File: src/hdl/pwmicm_pkg.sv
`timescale 1ns / 1ps
// ----------------------------------------------------------------------------
// pwmicm_pkg
// Shared types and constants of the PWM input capture and measure block.
// ----------------------------------------------------------------------------
package pwmicm_pkg;

  localparam int COUNT_BITS = 16;
  localparam int PRE_BITS   = 16;
  localparam int LIMIT_BITS = 16;
  localparam int RATE_BITS  = 24;
  localparam int SCALE_BITS = 17;
  localparam int CFG_IDX_BITS  = 3;
  localparam int CFG_DATA_BITS = 24;

  // divisor is capture + 1, one bit wider than the capture
  localparam int DVS_BITS   = COUNT_BITS + 1;
  // dividend of the duty division: (high + 1) * scale
  localparam int DVD_BITS   = DVS_BITS + SCALE_BITS;
  localparam int STEP_BITS  = $clog2(DVD_BITS + 1);

  localparam logic [PRE_BITS-1:0]   TICK_DIVIDER_RST   = PRE_BITS'(72 - 1);
  localparam logic [LIMIT_BITS-1:0] PERIOD_LIMIT_RST   = LIMIT_BITS'(65536 - 1);
  localparam logic [RATE_BITS-1:0]  REFERENCE_RATE_RST = RATE_BITS'(1000000);
  localparam logic [SCALE_BITS-1:0] DUTY_SCALE_RST     = SCALE_BITS'(1000);

  typedef enum logic [CFG_IDX_BITS-1:0] {
    REG_ENABLE         = 3'd0,
    REG_TICK_DIVIDER   = 3'd1,
    REG_PERIOD_LIMIT   = 3'd2,
    REG_REFERENCE_RATE = 3'd3,
    REG_DUTY_SCALE     = 3'd4
  } reg_idx_e;

  typedef enum logic {
    FUNC_TICK = 1'b0,
    FUNC_READ = 1'b1
  } func_e;

  typedef struct packed {
    func_e func;
    logic  pin_level;
  } in_item_t;

  typedef struct packed {
    logic [RATE_BITS-1:0]  frequency;
    logic [SCALE_BITS-1:0] duty;
  } out_item_t;

  typedef struct packed {
    logic                  enable;
    logic [PRE_BITS-1:0]   tick_divider;
    logic [LIMIT_BITS-1:0] period_limit;
    logic [RATE_BITS-1:0]  reference_rate;
    logic [SCALE_BITS-1:0] duty_scale;
  } cfg_t;

  typedef struct packed {
    logic [COUNT_BITS-1:0] period;
    logic [COUNT_BITS-1:0] high;
  } meas_t;

  typedef struct packed {
    logic full;
    logic empty;
  } q_status_t;

endpackage

File: src/hdl/pwm_input_capture_measure.sv
`timescale 1ns / 1ps
// ----------------------------------------------------------------------------
// pwm_input_capture_measure
// PWM input measurement timer: period and high-time capture, frequency and
// duty reporting.
// ----------------------------------------------------------------------------
// Usage:
//   Input channel (in_valid_i / in_stall_o / in_data_i): tick items carry a
//   pin sample; read items request a measurement. Ticks produce no result.
//   An enabled read produces one result on the output channel
//   (out_valid_o / out_stall_i / out_data_o); a disabled read produces none.
//   Ticks are taken one per cycle while the queue is not full. An enabled
//   read posts a capture snapshot to a two-entry queue; in_stall_o is high
//   only while that queue is full. An accepted read passes through the
//   queue, a multiply state, bit-serial division (frequency and duty
//   dividers run side by side) and the output register. One snapshot is
//   worked on at a time; further reads wait in the queue.
//   A stalled result stays in the output register; the divider holds its
//   finished value behind it, and ticks keep flowing until the queue fills.
//   Reset clears counters and captures and loads the register defaults
//   (disabled, divider 71, limit 65535, rate 1000000, scale 1000).
//   Configuration writes (cfg_we_i, cfg_idx_i, cfg_wdata_i) take effect at
//   once and are expected only while the block is idle.
// ----------------------------------------------------------------------------
module pwm_input_capture_measure (
  input  logic                                   clk_i,
  input  logic                                   rst_ni,
  input  logic                                   cfg_we_i,
  input  logic [pwmicm_pkg::CFG_IDX_BITS-1:0]    cfg_idx_i,
  input  logic [pwmicm_pkg::CFG_DATA_BITS-1:0]   cfg_wdata_i,
  input  logic                                   in_valid_i,
  output logic                                   in_stall_o,
  input  pwmicm_pkg::in_item_t                   in_data_i,
  output logic                                   out_valid_o,
  input  logic                                   out_stall_i,
  output pwmicm_pkg::out_item_t                  out_data_o
);

  pwmicm_pkg::cfg_t      cfg_q;
  pwmicm_pkg::q_status_t q_status;
  pwmicm_pkg::meas_t     push_data;
  pwmicm_pkg::meas_t     head;
  logic                  push;
  logic                  pop;

  always_ff @(posedge clk_i or negedge rst_ni) begin
    if (!rst_ni) begin
      cfg_q.enable         <= 1'b0;
      cfg_q.tick_divider   <= pwmicm_pkg::TICK_DIVIDER_RST;
      cfg_q.period_limit   <= pwmicm_pkg::PERIOD_LIMIT_RST;
      cfg_q.reference_rate <= pwmicm_pkg::REFERENCE_RATE_RST;
      cfg_q.duty_scale     <= pwmicm_pkg::DUTY_SCALE_RST;
    end else if (cfg_we_i) begin
      unique case (cfg_idx_i)
        pwmicm_pkg::REG_ENABLE: begin
          cfg_q.enable <= cfg_wdata_i[0];
        end
        pwmicm_pkg::REG_TICK_DIVIDER: begin
          cfg_q.tick_divider <= cfg_wdata_i[pwmicm_pkg::PRE_BITS-1:0];
        end
        pwmicm_pkg::REG_PERIOD_LIMIT: begin
          cfg_q.period_limit <= cfg_wdata_i[pwmicm_pkg::LIMIT_BITS-1:0];
        end
        pwmicm_pkg::REG_REFERENCE_RATE: begin
          cfg_q.reference_rate <= cfg_wdata_i[pwmicm_pkg::RATE_BITS-1:0];
        end
        pwmicm_pkg::REG_DUTY_SCALE: begin
          cfg_q.duty_scale <= cfg_wdata_i[pwmicm_pkg::SCALE_BITS-1:0];
        end
        default: ;
      endcase
    end
  end

  pwmicm_front u_front (
    .clk_i       (clk_i),
    .rst_ni      (rst_ni),
    .cfg_i       (cfg_q),
    .in_valid_i  (in_valid_i),
    .in_stall_o  (in_stall_o),
    .in_data_i   (in_data_i),
    .q_status_i  (q_status),
    .push_o      (push),
    .push_data_o (push_data)
  );

  pwmicm_queue u_queue (
    .clk_i       (clk_i),
    .rst_ni      (rst_ni),
    .push_i      (push),
    .push_data_i (push_data),
    .pop_i       (pop),
    .head_o      (head),
    .status_o    (q_status)
  );

  pwmicm_back u_back (
    .clk_i       (clk_i),
    .rst_ni      (rst_ni),
    .cfg_i       (cfg_q),
    .q_status_i  (q_status),
    .head_i      (head),
    .pop_o       (pop),
    .out_valid_o (out_valid_o),
    .out_stall_i (out_stall_i),
    .out_data_o  (out_data_o)
  );

endmodule

File: src/hdl/pwmicm_front.sv
`timescale 1ns / 1ps
// ----------------------------------------------------------------------------
// pwmicm_front
// Input side: prescaler, wrapping tick counter, edge captures; enabled reads
// post a snapshot of the captures to the queue and clear them.
// ----------------------------------------------------------------------------
module pwmicm_front (
  input  logic                 clk_i,
  input  logic                 rst_ni,
  input  pwmicm_pkg::cfg_t     cfg_i,
  input  logic                 in_valid_i,
  output logic                 in_stall_o,
  input  pwmicm_pkg::in_item_t in_data_i,
  input  pwmicm_pkg::q_status_t q_status_i,
  output logic                 push_o,
  output pwmicm_pkg::meas_t    push_data_o
);

  logic [pwmicm_pkg::PRE_BITS-1:0]   pre_q, pre_d;
  logic [pwmicm_pkg::COUNT_BITS-1:0] cnt_q, cnt_d;
  logic [pwmicm_pkg::COUNT_BITS-1:0] period_q, period_d;
  logic [pwmicm_pkg::COUNT_BITS-1:0] high_q, high_d;
  logic                              prev_q, prev_d;
  logic                              accept;

  assign in_stall_o  = q_status_i.full;
  assign accept      = in_valid_i & ~in_stall_o;
  assign push_o      = accept & (in_data_i.func == pwmicm_pkg::FUNC_READ) & cfg_i.enable;
  assign push_data_o = '{period: period_q, high: high_q};

  always_comb begin
    pre_d    = pre_q;
    cnt_d    = cnt_q;
    period_d = period_q;
    high_d   = high_q;
    prev_d   = prev_q;
    if (accept) begin
      if (in_data_i.func == pwmicm_pkg::FUNC_TICK) begin
        prev_d = in_data_i.pin_level;
        if (cfg_i.enable) begin
          if (in_data_i.pin_level && !prev_q) begin
            period_d = cnt_q;
            cnt_d    = '0;
            pre_d    = '0;
          end else begin
            if (!in_data_i.pin_level && prev_q) begin
              high_d = cnt_q;
            end
            if (pre_q >= cfg_i.tick_divider) begin
              pre_d = '0;
              if (32'(cnt_q) >= 32'(cfg_i.period_limit)) begin
                cnt_d = '0;
              end else begin
                cnt_d = cnt_q + 1'b1;
              end
            end else begin
              pre_d = pre_q + 1'b1;
            end
          end
        end
      end else if (cfg_i.enable) begin
        period_d = '0;
        high_d   = '0;
      end
    end
  end

  always_ff @(posedge clk_i or negedge rst_ni) begin
    if (!rst_ni) begin
      pre_q    <= '0;
      cnt_q    <= '0;
      period_q <= '0;
      high_q   <= '0;
      prev_q   <= 1'b0;
    end else begin
      pre_q    <= pre_d;
      cnt_q    <= cnt_d;
      period_q <= period_d;
      high_q   <= high_d;
      prev_q   <= prev_d;
    end
  end

endmodule

File: src/hdl/pwmicm_queue.sv
`timescale 1ns / 1ps
// ----------------------------------------------------------------------------
// pwmicm_queue
// Two-entry queue of capture snapshots between front and back.
// ----------------------------------------------------------------------------
module pwmicm_queue (
  input  logic                  clk_i,
  input  logic                  rst_ni,
  input  logic                  push_i,
  input  pwmicm_pkg::meas_t     push_data_i,
  input  logic                  pop_i,
  output pwmicm_pkg::meas_t     head_o,
  output pwmicm_pkg::q_status_t status_o
);

  pwmicm_pkg::meas_t mem_q [2];
  logic       wr_ptr_q, wr_ptr_d;
  logic       rd_ptr_q, rd_ptr_d;
  logic [1:0] fill_q, fill_d;
  logic       do_push, do_pop;

  assign status_o.full  = (fill_q == 2'd2);
  assign status_o.empty = (fill_q == 2'd0);
  assign do_push = push_i & ~status_o.full;
  assign do_pop  = pop_i & ~status_o.empty;
  assign head_o  = mem_q[rd_ptr_q];

  always_comb begin
    wr_ptr_d = wr_ptr_q ^ do_push;
    rd_ptr_d = rd_ptr_q ^ do_pop;
    fill_d   = fill_q;
    if (do_push && !do_pop) begin
      fill_d = fill_q + 2'd1;
    end else if (do_pop && !do_push) begin
      fill_d = fill_q - 2'd1;
    end
  end

  always_ff @(posedge clk_i or negedge rst_ni) begin
    if (!rst_ni) begin
      wr_ptr_q <= 1'b0;
      rd_ptr_q <= 1'b0;
      fill_q   <= 2'd0;
    end else begin
      wr_ptr_q <= wr_ptr_d;
      rd_ptr_q <= rd_ptr_d;
      fill_q   <= fill_d;
    end
  end

  always_ff @(posedge clk_i) begin
    if (do_push) begin
      mem_q[wr_ptr_q] <= push_data_i;
    end
  end

endmodule

File: src/hdl/pwmicm_back.sv
`timescale 1ns / 1ps
// ----------------------------------------------------------------------------
// pwmicm_back
// Result side: duty product, two restoring dividers stepped one bit per
// cycle, result fix-up and output register.
// ----------------------------------------------------------------------------
module pwmicm_back (
  input  logic                  clk_i,
  input  logic                  rst_ni,
  input  pwmicm_pkg::cfg_t      cfg_i,
  input  pwmicm_pkg::q_status_t q_status_i,
  input  pwmicm_pkg::meas_t     head_i,
  output logic                  pop_o,
  output logic                  out_valid_o,
  input  logic                  out_stall_i,
  output pwmicm_pkg::out_item_t out_data_o
);

  localparam int DVS = pwmicm_pkg::DVS_BITS;
  localparam int DVD = pwmicm_pkg::DVD_BITS;
  localparam int SB  = pwmicm_pkg::STEP_BITS;

  typedef enum logic [1:0] {
    ST_IDLE,
    ST_MUL,
    ST_DIV,
    ST_OUT
  } state_e;

  state_e                 state_q, state_d;
  logic [DVS-1:0]         dvs_q, dvs_d;
  logic [DVS-1:0]         hp1_q, hp1_d;
  logic [DVD-1:0]         dvd_f_q, dvd_f_d;
  logic [DVD-1:0]         dvd_d_q, dvd_d_d;
  logic [DVS-1:0]         rem_f_q, rem_f_d;
  logic [DVS-1:0]         rem_d_q, rem_d_d;
  logic [SB-1:0]          step_q, step_d;
  logic                   out_valid_q, out_valid_d;
  pwmicm_pkg::out_item_t  out_q, out_d;

  logic [DVS:0]           t_f, t_d;
  logic                   ge_f, ge_d;
  logic [pwmicm_pkg::RATE_BITS-1:0]  freq;
  logic [pwmicm_pkg::SCALE_BITS-1:0] duty;
  logic                   out_free;

  assign pop_o       = (state_q == ST_IDLE) & ~q_status_i.empty;
  assign out_valid_o = out_valid_q;
  assign out_data_o  = out_q;
  assign out_free    = ~out_valid_q | ~out_stall_i;

  assign t_f  = {rem_f_q, dvd_f_q[DVD-1]};
  assign t_d  = {rem_d_q, dvd_d_q[DVD-1]};
  assign ge_f = (t_f >= {1'b0, dvs_q});
  assign ge_d = (t_d >= {1'b0, dvs_q});

  always_comb begin
    freq = dvd_f_q[pwmicm_pkg::RATE_BITS-1:0];
    if (freq == cfg_i.reference_rate) begin
      freq = '0;
    end
    if (dvd_d_q == DVD'(cfg_i.duty_scale)) begin
      duty = '0;
    end else if (dvd_d_q > DVD'(cfg_i.duty_scale)) begin
      duty = cfg_i.duty_scale;
    end else begin
      duty = dvd_d_q[pwmicm_pkg::SCALE_BITS-1:0];
    end
  end

  always_comb begin
    state_d     = state_q;
    dvs_d       = dvs_q;
    hp1_d       = hp1_q;
    dvd_f_d     = dvd_f_q;
    dvd_d_d     = dvd_d_q;
    rem_f_d     = rem_f_q;
    rem_d_d     = rem_d_q;
    step_d      = step_q;
    out_valid_d = out_valid_q & out_stall_i;
    out_d       = out_q;
    unique case (state_q)
      ST_IDLE: begin
        if (!q_status_i.empty) begin
          dvs_d   = DVS'(head_i.period) + 1'b1;
          hp1_d   = DVS'(head_i.high) + 1'b1;
          state_d = ST_MUL;
        end
      end
      ST_MUL: begin
        dvd_d_d = hp1_q * cfg_i.duty_scale;
        dvd_f_d = DVD'(cfg_i.reference_rate);
        rem_f_d = '0;
        rem_d_d = '0;
        step_d  = '0;
        state_d = ST_DIV;
      end
      ST_DIV: begin
        dvd_f_d = {dvd_f_q[DVD-2:0], ge_f};
        dvd_d_d = {dvd_d_q[DVD-2:0], ge_d};
        rem_f_d = ge_f ? DVS'(t_f - {1'b0, dvs_q}) : t_f[DVS-1:0];
        rem_d_d = ge_d ? DVS'(t_d - {1'b0, dvs_q}) : t_d[DVS-1:0];
        step_d  = step_q + 1'b1;
        if (step_q == SB'(DVD - 1)) begin
          state_d = ST_OUT;
        end
      end
      ST_OUT: begin
        if (out_free) begin
          out_valid_d = 1'b1;
          out_d       = '{frequency: freq, duty: duty};
          state_d     = ST_IDLE;
        end
      end
      default: state_d = ST_IDLE;
    endcase
  end

  always_ff @(posedge clk_i or negedge rst_ni) begin
    if (!rst_ni) begin
      state_q     <= ST_IDLE;
      step_q      <= '0;
      out_valid_q <= 1'b0;
    end else begin
      state_q     <= state_d;
      step_q      <= step_d;
      out_valid_q <= out_valid_d;
    end
  end

  always_ff @(posedge clk_i) begin
    dvs_q   <= dvs_d;
    hp1_q   <= hp1_d;
    dvd_f_q <= dvd_f_d;
    dvd_d_q <= dvd_d_d;
    rem_f_q <= rem_f_d;
    rem_d_q <= rem_d_d;
    out_q   <= out_d;
  end

endmodule

File: config.mk
export PLATFORM = sky130hd
export DESIGN_NAME = pwm_input_capture_measure
export DESIGN_NICKNAME = d
export VERILOG_FILES = /design/src/hdl/pwmicm_pkg.sv /design/src/hdl/pwm_input_capture_measure.sv /design/src/hdl/pwmicm_front.sv /design/src/hdl/pwmicm_queue.sv /design/src/hdl/pwmicm_back.sv
export SDC_FILE = /design/constraint.sdc
export NUM_CORES = 1
export LEC_CHECK = 0
export ABC_CLOCK_PERIOD_IN_PS = 7210
export BUFFER_PORTS_ARGS = -buffer_cell sky130_fd_sc_hd__buf_2
export CORE_MARGIN = 8
export CORE_UTILIZATION = 35
export CTS_CLUSTER_DIAMETER = 120
export DETAILED_ROUTE_END_ITERATION = 7
export SLEW_MARGIN = 20
export SYNTH_ARGS = -nofsm -noshare
export SYNTH_HDL_FRONTEND = slang
export SYNTH_SLANG_ARGS = --single-unit
File: constraint.sdc
create_clock -name clk_i -period 7.21 [get_ports clk_i]
set_input_delay 1.0815 -clock clk_i [delete_from_list [all_inputs] [get_ports clk_i]]
set_output_delay 1.0815 -clock clk_i [all_outputs]
set_load 0.005 [all_outputs]
==> run_results.csv, run 1 <==
group,metric,value,unit
run_status,status,"finished, final reports clean",
clock_network,cts_setup_buffers,0,
global_route,grt_usage,14.8,%
sta,setup_violations,0,
finish,layout-drive-gt1-share,10.6,%
sta,slew_headroom,29.5,%
yosys,synth_common_cells,"inv_1, nand2_1, edfxtp_1",
global_route,gr-total-overflow,0,
place,gp_congestion,0.865,
die,rows,105,
worst_setup_path,cp.depth,22,
yosys,synth_area_leader_cell,"edfxtp_1",
clock_network,htreeDepth,2,
clock_network,ctsResizeCount,0,
finish,area_growth,10.7,%
sta,rsz0062_at_grt,"false",
yosys,synth_ff_type,"edfxtp_1",
sta,period_minus_slack,6.87,ns
clock_network,cts_tree,"yes",
yosys,async_flop_share,38.7,%
worst_setup_path,path_cells,"nand2_1 > fa_1 > inv_1 > fa_1 > inv_1 > fa_1 > inv_1 > fa_1 > fa_1 > inv_1 > fa_1 > inv_1 > ha_1 > a21oi_1 > nand2_1 > o2111a_1 > o31ai_1 > buf_4 > o211ai_1 > o31ai_2 > a41oi_1 > o221a_2",
yosys,synth-edff-count,241,
place,placed_area,30700,um2
routing,drc,0,
worst_setup_path,rr_worst_depth,22,
finish,stdcell_area,32200,um2
yosys,synth.top_cells.by_area,"edfxtp_1, fa_1, dfrtp_1",
clock_network,cts-root-buf,"clkbuf_16",
sta,tns,0,ns
worst_setup_path,regToRegStartpoint,"u_back.hp1_q[5]",
worst_setup_path,cp-end-kind,"register",
sta,finalMaxSlewViolations,0,
global_route,grt_max_degree,99,
yosys,synth_top_area_share,24.9,%
routing,wl_per_cell,17.6,um
yosys,syn_inst,2783,
finish,antenna_cells,0,
global_route,antenna_found_initial,1,
worst_setup_path,cpLargestDelayFamily,"adder cells",
finish,nets,3301,
die,start_util,35.4,%
worst_setup_path,crit_type,"register to register",
die,io_pins,77,
worst_setup_path,path_max_fanout,17,
worst_hold_path,hold_path.class,"register to register",
sta,worst-slew-pin-transition,1.05,ns
clock_network,clock_latency,0.56,ns
clock_network,cts.sinks,393,
worst_setup_path,critPathBufInv,6,
worst_setup_path,slowest_stage,"edfxtp_1",
finish,fillers,7983,
routing,drt_iter0_drc,1293,
routing,wl,69300,um
worst_setup_path,arrival,7.18,ns
yosys,synth_cell_types,72,
worst_setup_path,reg2reg_slack,0.34,ns
clock_network,clock_path_buffers,3,
sta,finClkSkew,0.0205,ns
global_route,first_global_vias,20400,
global_route,grt_pass1_wl,113000,um
yosys,syn-cell-area,29000,um2
sta,setup_ws,0.335,ns
yosys,avgSynthCellArea,10.4,um2
run,cap_violations,0,
clock_network,cts_hold_buf,0,
sta,finalHoldViolCount,0,
routing,num_vias,19700,
routing,dr.pass1.iters,7,
clock_network,clkSlewWorstSetupHoldPaths,0.06,ns
sta,fin_crit_sh,95.3,%
worst_setup_path,critPathMostFrequentCell,"fa_1",
yosys,yosysSeqAreaShare,38.2,%
routing,drt-vias-per-instance,5.01,
worst_setup_path,cp_data_required_time,7.52,ns
die,die_area,92500,um2
place,io_buffer_count,76,
place,dp_hpwl,51700,um
die,die_y,304,um
place,post-place-ws,0.463,ns
worst_hold_path,hp-start,"u_queue.rd_ptr_q",
yosys,ys_ff_latch,393,
routing,postRouteAntennaNets,0,
worst_setup_path,critical_path.startpoint,"u_back.hp1_q[5]",
die,core_region_area,82100,um2
clock_network,cts_made_buffers,42,
yosys,yosysMostFrequentCell,"inv_1",
worst_setup_path,crit_path_max_incr_delay,0.81,ns
yosys,yosys_warnings,0,
worst_setup_path,r2r-end,"u_back.dvd_d_q[30]",
worst_setup_path,cp-start-kind,"register",
die,die_x,304,um
worst_setup_path,timing.critical_path.to,"u_back.dvd_d_q[30]",
yosys,synthesis.nets,3247,
sta,fmax,145,MHz
## worst min path at each step
stage / to / cells past startpoint
6_report: u_queue.rd_ptr_q / 1
5_1_grt: u_queue.mem_q[0][19] / 0
4_1_cts: u_queue.rd_ptr_q / 1
3_5_place_dp: u_queue.rd_ptr_q / 1
3_3_place_gp: u_queue.rd_ptr_q / 1
2_1_floorplan: u_queue.mem_q[0][0] / 0
## cell usage in the layout, fill, tap and decap left out, types with 33 or more instances in the layout
master     instances
inv_1            375
nor2b_1           34
edfxtp_1         241
nor2_1           151
xor2_1            53
a21oi_1           84
xnor2_1           65
ha_1             202
a22o_1            35
a21o_1            50
mux2_2            65
nand2_1          310
fa_1             226
mux2i_1           44
dfstp_2           33
dfrtp_1          118
buf_4             38
buf_2             75
o21ai_0          124
nand3_1           35
clkbuf_16         44
and2_1           162
## layout make-up
class	instances	area [um2]	area share, %
well taps	1070	1340	4.16
flip-flops and latches	393	11100	34.5
repair buffers	114	672	2.09
clock buffers	49	1120	3.48
multi-input cells	1910	16200	50.4
clock inverters	29	315	0.980
inverters	376	1410	4.39
## kinds of logic after synthesis
logic type	after synthesis	share of synthesized area, %
XOR/XNOR	118	3.56
adder cells (fa/ha/maj)	430	24.4
AO/OA/AOI/OAI	425	9.77
AND/OR/NAND/NOR	828	13.8
multiplexers	109	4.04
buffers and inverters	480	6.32
flip-flops	393	38.2
## worst register-to-register path: stages, from the launching register on
cell and delay, ns:
edfxtp_1 0.81, nand2_1 0.18, fa_1 0.56, inv_1 0.05, fa_1 0.50, inv_1 0.05
fa_1 0.47, inv_1 0.05, fa_1 0.53, fa_1 0.56, inv_1 0.06, fa_1 0.54
inv_1 0.04, ha_1 0.38, a21oi_1 0.18, nand2_1 0.10, o2111a_1 0.28, o31ai_1 0.28
buf_4 0.17, o211ai_1 0.17, o31ai_2 0.33, a41oi_1 0.08, o221a_2 0.27
## flip-flops by register name, summed over array words and instances (netlist names), 6 cells and up
register and cells:
u_back.out_data_o 41, u_front.cnt_q 16, u_back.rem_f_q 17, u_queue.mem_q 64
u_back.hp1_q 17, u_back.rem_d_q 17, u_back.dvs_q 17, u_back.dvd_d_q 34
u_back.dvd_f_q 34, u_front.period_q 16, u_front.high_q 16, u_back.step_q 6
u_front.pre_q 16, cfg_q 74
## stage by stage
step	cells	hold slack, ns	utilization [%]
final	3941	0.466	39.2
after global routing	3941	0.492	39.2
after CTS	3941	0.471	39.2
after detailed placement	3863	0.462	37.4
after global placement	3863	0.455	37.4
after floorplan	2783	0.442	-
## routing by layer
metal  share of wire [%]  routed length, um  vias up  track usage [%]
met1                  46              31800     9796             20.4
met4                 1.8               1250        2             3.44
met5               0.016                 11        -                0
met3                 5.8               4010       81             2.77
met2                  46              32200      446             24.2
li1                    -                  -     9424                -
Power of run 1 is not shown: default switching activity piles up to over one toggle a cycle in this logic, so the estimate is an artifact.
==> inputs of run 2 (changes only) <==
Settings changed: ABC_CLOCK_PERIOD_IN_PS 7210 to 7410.
Clock period 7.21 ns to 7.41 ns, I/O delays scaled along.
==> run_results.csv, run 2 (same netlist as run 1, synthesis figures left out) <==
group,metric,value,unit
run_status,status,"finished, final reports clean",
worst_setup_path,cp-start-kind,"register",
routing,drt-vias-per-instance,4.99,
sta,period_minus_slack,6.80,ns
sta,finClkSkew,0.0177,ns
place,dp_hpwl,51100,um
routing,wl_per_cell,17.4,um
die,die_y,304,um
finish,stdcell_area,32200,um2
place,gp_congestion,0.877,
clock_network,cts_made_buffers,42,
sta,worst-slew-pin-transition,0.973,ns
sta,fmax,147,MHz
finish,top_register,"cfg_q",
global_route,grt_usage,14.8,%
worst_setup_path,crit_path_max_incr_delay,0.64,ns
clock_network,cts.sinks,393,
die,die_area,92500,um2
worst_setup_path,arrival,7.11,ns
die,core_region_area,82100,um2
global_route,first_global_vias,20400,
finish,layout_commonest_cell,"inv_1",
sta,finalHoldViolCount,0,
worst_setup_path,rr_worst_depth,21,
die,start_util,35.4,%
place,post-place-ws,0.644,ns
clock_network,clock_path_buffers,3,
sta,holdWs,0.470,ns
clock_network,cts-root-buf,"clkbuf_16",
worst_setup_path,cp_data_required_time,7.72,ns
worst_setup_path,critPathBufInv,5,
sta,finalMaxSlewViolations,0,
clock_network,htreeDepth,2,
clock_network,clkSlewWorstSetupHoldPaths,0.06,ns
finish,largest_reg_flops,74,
finish,layout-drive-gt1-share,10.7,%
worst_hold_path,hp-start,"u_front.high_q[15]",
sta,rsz0062_at_grt,"false",
sta,setup_violations,0,
worst_hold_path,whs_path_depth,0,
global_route,gr-total-overflow,0,
die,rows,105,
finish,fillers,8050,
sta,tns,0,ns
worst_setup_path,slowest_stage,"edfxtp_1",
clock_network,cts_setup_buffers,0,
worst_setup_path,critPathMostFrequentCell,"fa_1",
routing,drt_iter0_drc,1140,
place,placed_area,30700,um2
place,io_buffer_count,76,
die,die_x,304,um
routing,dr.pass1.iters,7,
finish,mostFrequentLayoutCells,"inv_1, nand2_1, edfxtp_1",
run,cap_violations,0,
global_route,grt_pass1_wl,112000,um
routing,postRouteAntennaNets,0,
sta,setup_ws,0.612,ns
worst_hold_path,hold_end,"u_queue.mem_q[0][15]",
worst_hold_path,hold_path.class,"register to register",
finish,antenna_cells,0,
clock_network,ctsResizeCount,0,
clock_network,cts_tree,"yes",
worst_setup_path,path_cells,"and2_1 > fa_1 > inv_1 > fa_1 > fa_1 > inv_1 > fa_1 > fa_1 > inv_1 > fa_1 > inv_1 > ha_1 > a21oi_1 > nand2_1 > o2111a_1 > o31ai_1 > buf_4 > o211ai_1 > o31ai_2 > a41oi_1 > o221a_2",
routing,drc,0,
routing,num_vias,19600,
die,io_pins,77,
worst_setup_path,r2r-end,"u_back.dvd_d_q[30]",
worst_setup_path,cpLargestDelayFamily,"adder cells",
worst_setup_path,regToRegStartpoint,"u_back.hp1_q[7]",
finish,nets,3302,
finish,area_growth,10.9,%
routing,wl,68700,um
worst_setup_path,cp-end-kind,"register",
worst_setup_path,path_max_fanout,14,
global_route,grt_max_degree,82,
worst_setup_path,reg2reg_slack,0.61,ns
worst_setup_path,crit_type,"register to register",
sta,fin_crit_sh,91.7,%
clock_network,cts_hold_buf,0,
sta,slew_headroom,35.1,%
clock_network,clock_latency,0.56,ns
global_route,antenna_found_initial,0,
## run 2: changes by cell type in the layout (fill, tap and decap cells not counted), moves of 2 or more
cell,before,now
clkinv_8,2,0
inv_6,4,2
clkbuf_8,0,5
bufinv_16,4,6
## run 2: worst max path at each step
| stage | start | end | slack, ns | cells after the start |
|---|---|---|---|---|
| finish | u_back.hp1_q[7] | u_back.dvd_d_q[30] | 0.61 | 21 |
| global route | u_back.hp1_q[7] | u_back.dvd_d_q[30] | 0.29 | 21 |
| CTS | u_back.hp1_q[7] | u_back.dvd_d_q[30] | 0.64 | 21 |
| detailed placement | u_back.hp1_q[7] | u_back.dvd_d_q[30] | 0.64 | 21 |
| global placement | u_back.hp1_q[7] | u_back.dvd_d_q[30] | 0.78 | 21 |
| floorplan | cfg_q[9] | u_back.dvd_d_q[30] | 0.90 | 24 |
## run 2: layout make-up
class | count | area, um2 | share of cell area [%]
clock buffer | 52 | 1160 | 3.60
clock inverter | 25 | 295 | 0.917
inverter | 376 | 1410 | 4.38
sequential | 393 | 11100 | 34.4
timing repair buffer | 115 | 679 | 2.11
tap | 1070 | 1340 | 4.16
multi-input combinational | 1910 | 16200 | 50.4
## run 2: layer usage
metal / part of all wire, % / track usage (%) / vias up
met5: 0 / 0 / -
met4: 2.4 / 4.10 / 0
met3: 4.2 / 1.96 / 99
met2: 47 / 24.8 / 388
met1: 46 / 19.9 / 9728
li1: - / - / 9434
## run 2: through the flow
step,utilization (%),cells
3_3_place_gp,37.4,3864
5_1_grt,39.2,3941
4_1_cts,39.2,3941
2_1_floorplan,-,2783
6_report,39.2,3941
3_5_place_dp,37.4,3864
Power of run 2 is left out for the same reason.
==> inputs of run 3 (changes only) <==
Settings changed: RECOVER_POWER set to 25.
==> run_results.csv, run 3 (same netlist as run 1, synthesis figures left out) <==
group,metric,value,unit
sta,slew_headroom,-193,%
worst_hold_path,hold_path.class,"register to register",
finish,area_growth,10.6,%
worst_setup_path,r2r-end,"u_back.dvd_d_q[30]",
worst_setup_path,cp-start-kind,"register",
worst_setup_path,arrival,7.13,ns
sta,rsz0062_at_grt,"false",
sta,holdWs,0.470,ns
worst_setup_path,cp_data_required_time,7.72,ns
place,io_buffer_count,76,
clock_network,cts-root-buf,"clkbuf_16",
global_route,gr-total-overflow,0,
routing,wl_per_cell,17.4,um
run_status,status,"finished with violations",
sta,fin_crit_sh,92.1,%
sta,period_minus_slack,6.82,ns
global_route,antenna_found_initial,0,
die,start_util,35.4,%
global_route,grt_usage,14.8,%
run_status,violations,"max-capacitance violations, max-slew violations",
sta,finalHoldViolCount,0,
routing,drt-vias-per-instance,4.97,
worst_setup_path,timing.critical_path.to,"u_back.dvd_d_q[30]",
sta,worst-slew-pin-transition,4.40,ns
global_route,first_global_vias,20400,
finish,layout_commonest_cell,"inv_1",
die,rows,105,
finish,nets,3302,
global_route,use_met3,1.96,%
finish,top_register,"cfg_q",
finish,layout-drive-gt1-share,10.2,%
worst_setup_path,cp-end-kind,"register",
finish,antenna_cells,0,
global_route,global_route.usage.met2,24.8,%
place,post-place-ws,0.644,ns
die,io_pins,77,
place,dp_hpwl,51100,um
place,gp_congestion,0.877,
finish,largest_reg_flops,74,
die,core_region_area,82100,um2
die,die_area,92500,um2
worst_setup_path,path_max_fanout,14,
die,die_y,304,um
routing,postRouteAntennaNets,0,
sta,finalMaxSlewViolations,215,
clock_network,cts_hold_buf,0,
clock_network,clock_path_buffers,3,
clock_network,htreeDepth,2,
clock_network,clock_latency,0.56,ns
worst_setup_path,critical_path.startpoint,"u_back.hp1_q[7]",
routing,num_vias,19600,
worst_setup_path,crit_type,"register to register",
run,cap_violations,6,
global_route,grt_max_degree,82,
clock_network,cts_setup_buffers,0,
worst_setup_path,rr_worst_depth,21,
finish,mostFrequentLayoutCells,"inv_1, nand2_1, edfxtp_1",
worst_setup_path,reg2reg_slack,0.59,ns
clock_network,cts.sinks,393,
routing,drc,0,
routing,wl,68600,um
sta,tns,0,ns
clock_network,ctsResizeCount,0,
clock_network,clkSlewWorstSetupHoldPaths,0.06,ns
global_route,globalRouteMet1Util,19.9,%
sta,finClkSkew,0.0177,ns
sta,setup_ws,0.587,ns
sta,setup_violations,0,
clock_network,cts_tree,"yes",
sta,fmax,147,MHz
routing,dr.pass1.iters,7,
die,die_x,304,um
clock_network,cts_made_buffers,42,
worst_setup_path,regToRegStartpoint,"u_back.hp1_q[7]",
global_route,top_usage_layer,"met2",
global_route,grt_pass1_wl,112000,um
routing,drt_iter0_drc,1100,
run 3: final cells by class:
class	instances	area, um2
Clock buffer	52	1160
Clock inverter	25	295
Fill cell	8062	50000
Inverter	376	1410
Multi-Input combinational cell	1910	16200
Sequential cell	393	11100
Tap cell	1070	1340
Timing Repair Buffer	115	658
run 3: metrics by stage:
stage | cells | area, um2 | util [%]
after floorplan | 2783 | 29000 | -
after global placement | 3864 | 30700 | 37.4
after detailed placement | 3864 | 30700 | 37.4
after CTS | 3941 | 32200 | 39.2
after global routing | 3941 | 32100 | 39.1
final | 3941 | 32100 | 39.1
run 3: worst max-delay path, cell delays in order (launching register included):
cell and delay, ns:
edfxtp_1 0.65, and2_1 0.27, fa_1 0.50, inv_1 0.05, fa_1 0.50, fa_1 0.52
inv_1 0.05, fa_1 0.47, fa_1 0.61, inv_1 0.07, fa_1 0.54, inv_1 0.04
ha_1 0.39, a21oi_1 0.27, nand2_1 0.13, o2111a_1 0.28, o31ai_1 0.27, buf_4 0.18
o211ai_1 0.13, o31ai_2 0.31, a41oi_1 0.08, o221a_2 0.27
run 3: worst min-delay path by stage:
| stage | startpoint | end | slack, ns | cells past startpoint |
|---|---|---|---|---|
| after global placement | u_front.period_q[7] | u_queue.mem_q[0][23] | 0.46 | 0 |
| final | u_front.high_q[15] | u_queue.mem_q[0][15] | 0.47 | 0 |
| after floorplan | u_front.high_q[0] | u_queue.mem_q[0][0] | 0.44 | 0 |
| after global routing | u_front.period_q[14] | u_queue.mem_q[0][30] | 0.48 | 0 |
| after CTS | u_front.period_q[2] | u_queue.mem_q[0][18] | 0.47 | 0 |
| after detailed placement | u_front.period_q[2] | u_queue.mem_q[0][18] | 0.47 | 0 |
run 3: layer usage:
layer | part of all wire, % | vias to the layer above | wire length (um)
li1 | - | 9429 | -
met1 | 46 | 9659 | 31600
met2 | 47 | 398 | 32400
met3 | 4.2 | 100 | 2910
met4 | 2.4 | 0 | 1670
met5 | 0 | - | 0
Power of run 3 is left out for the same reason.
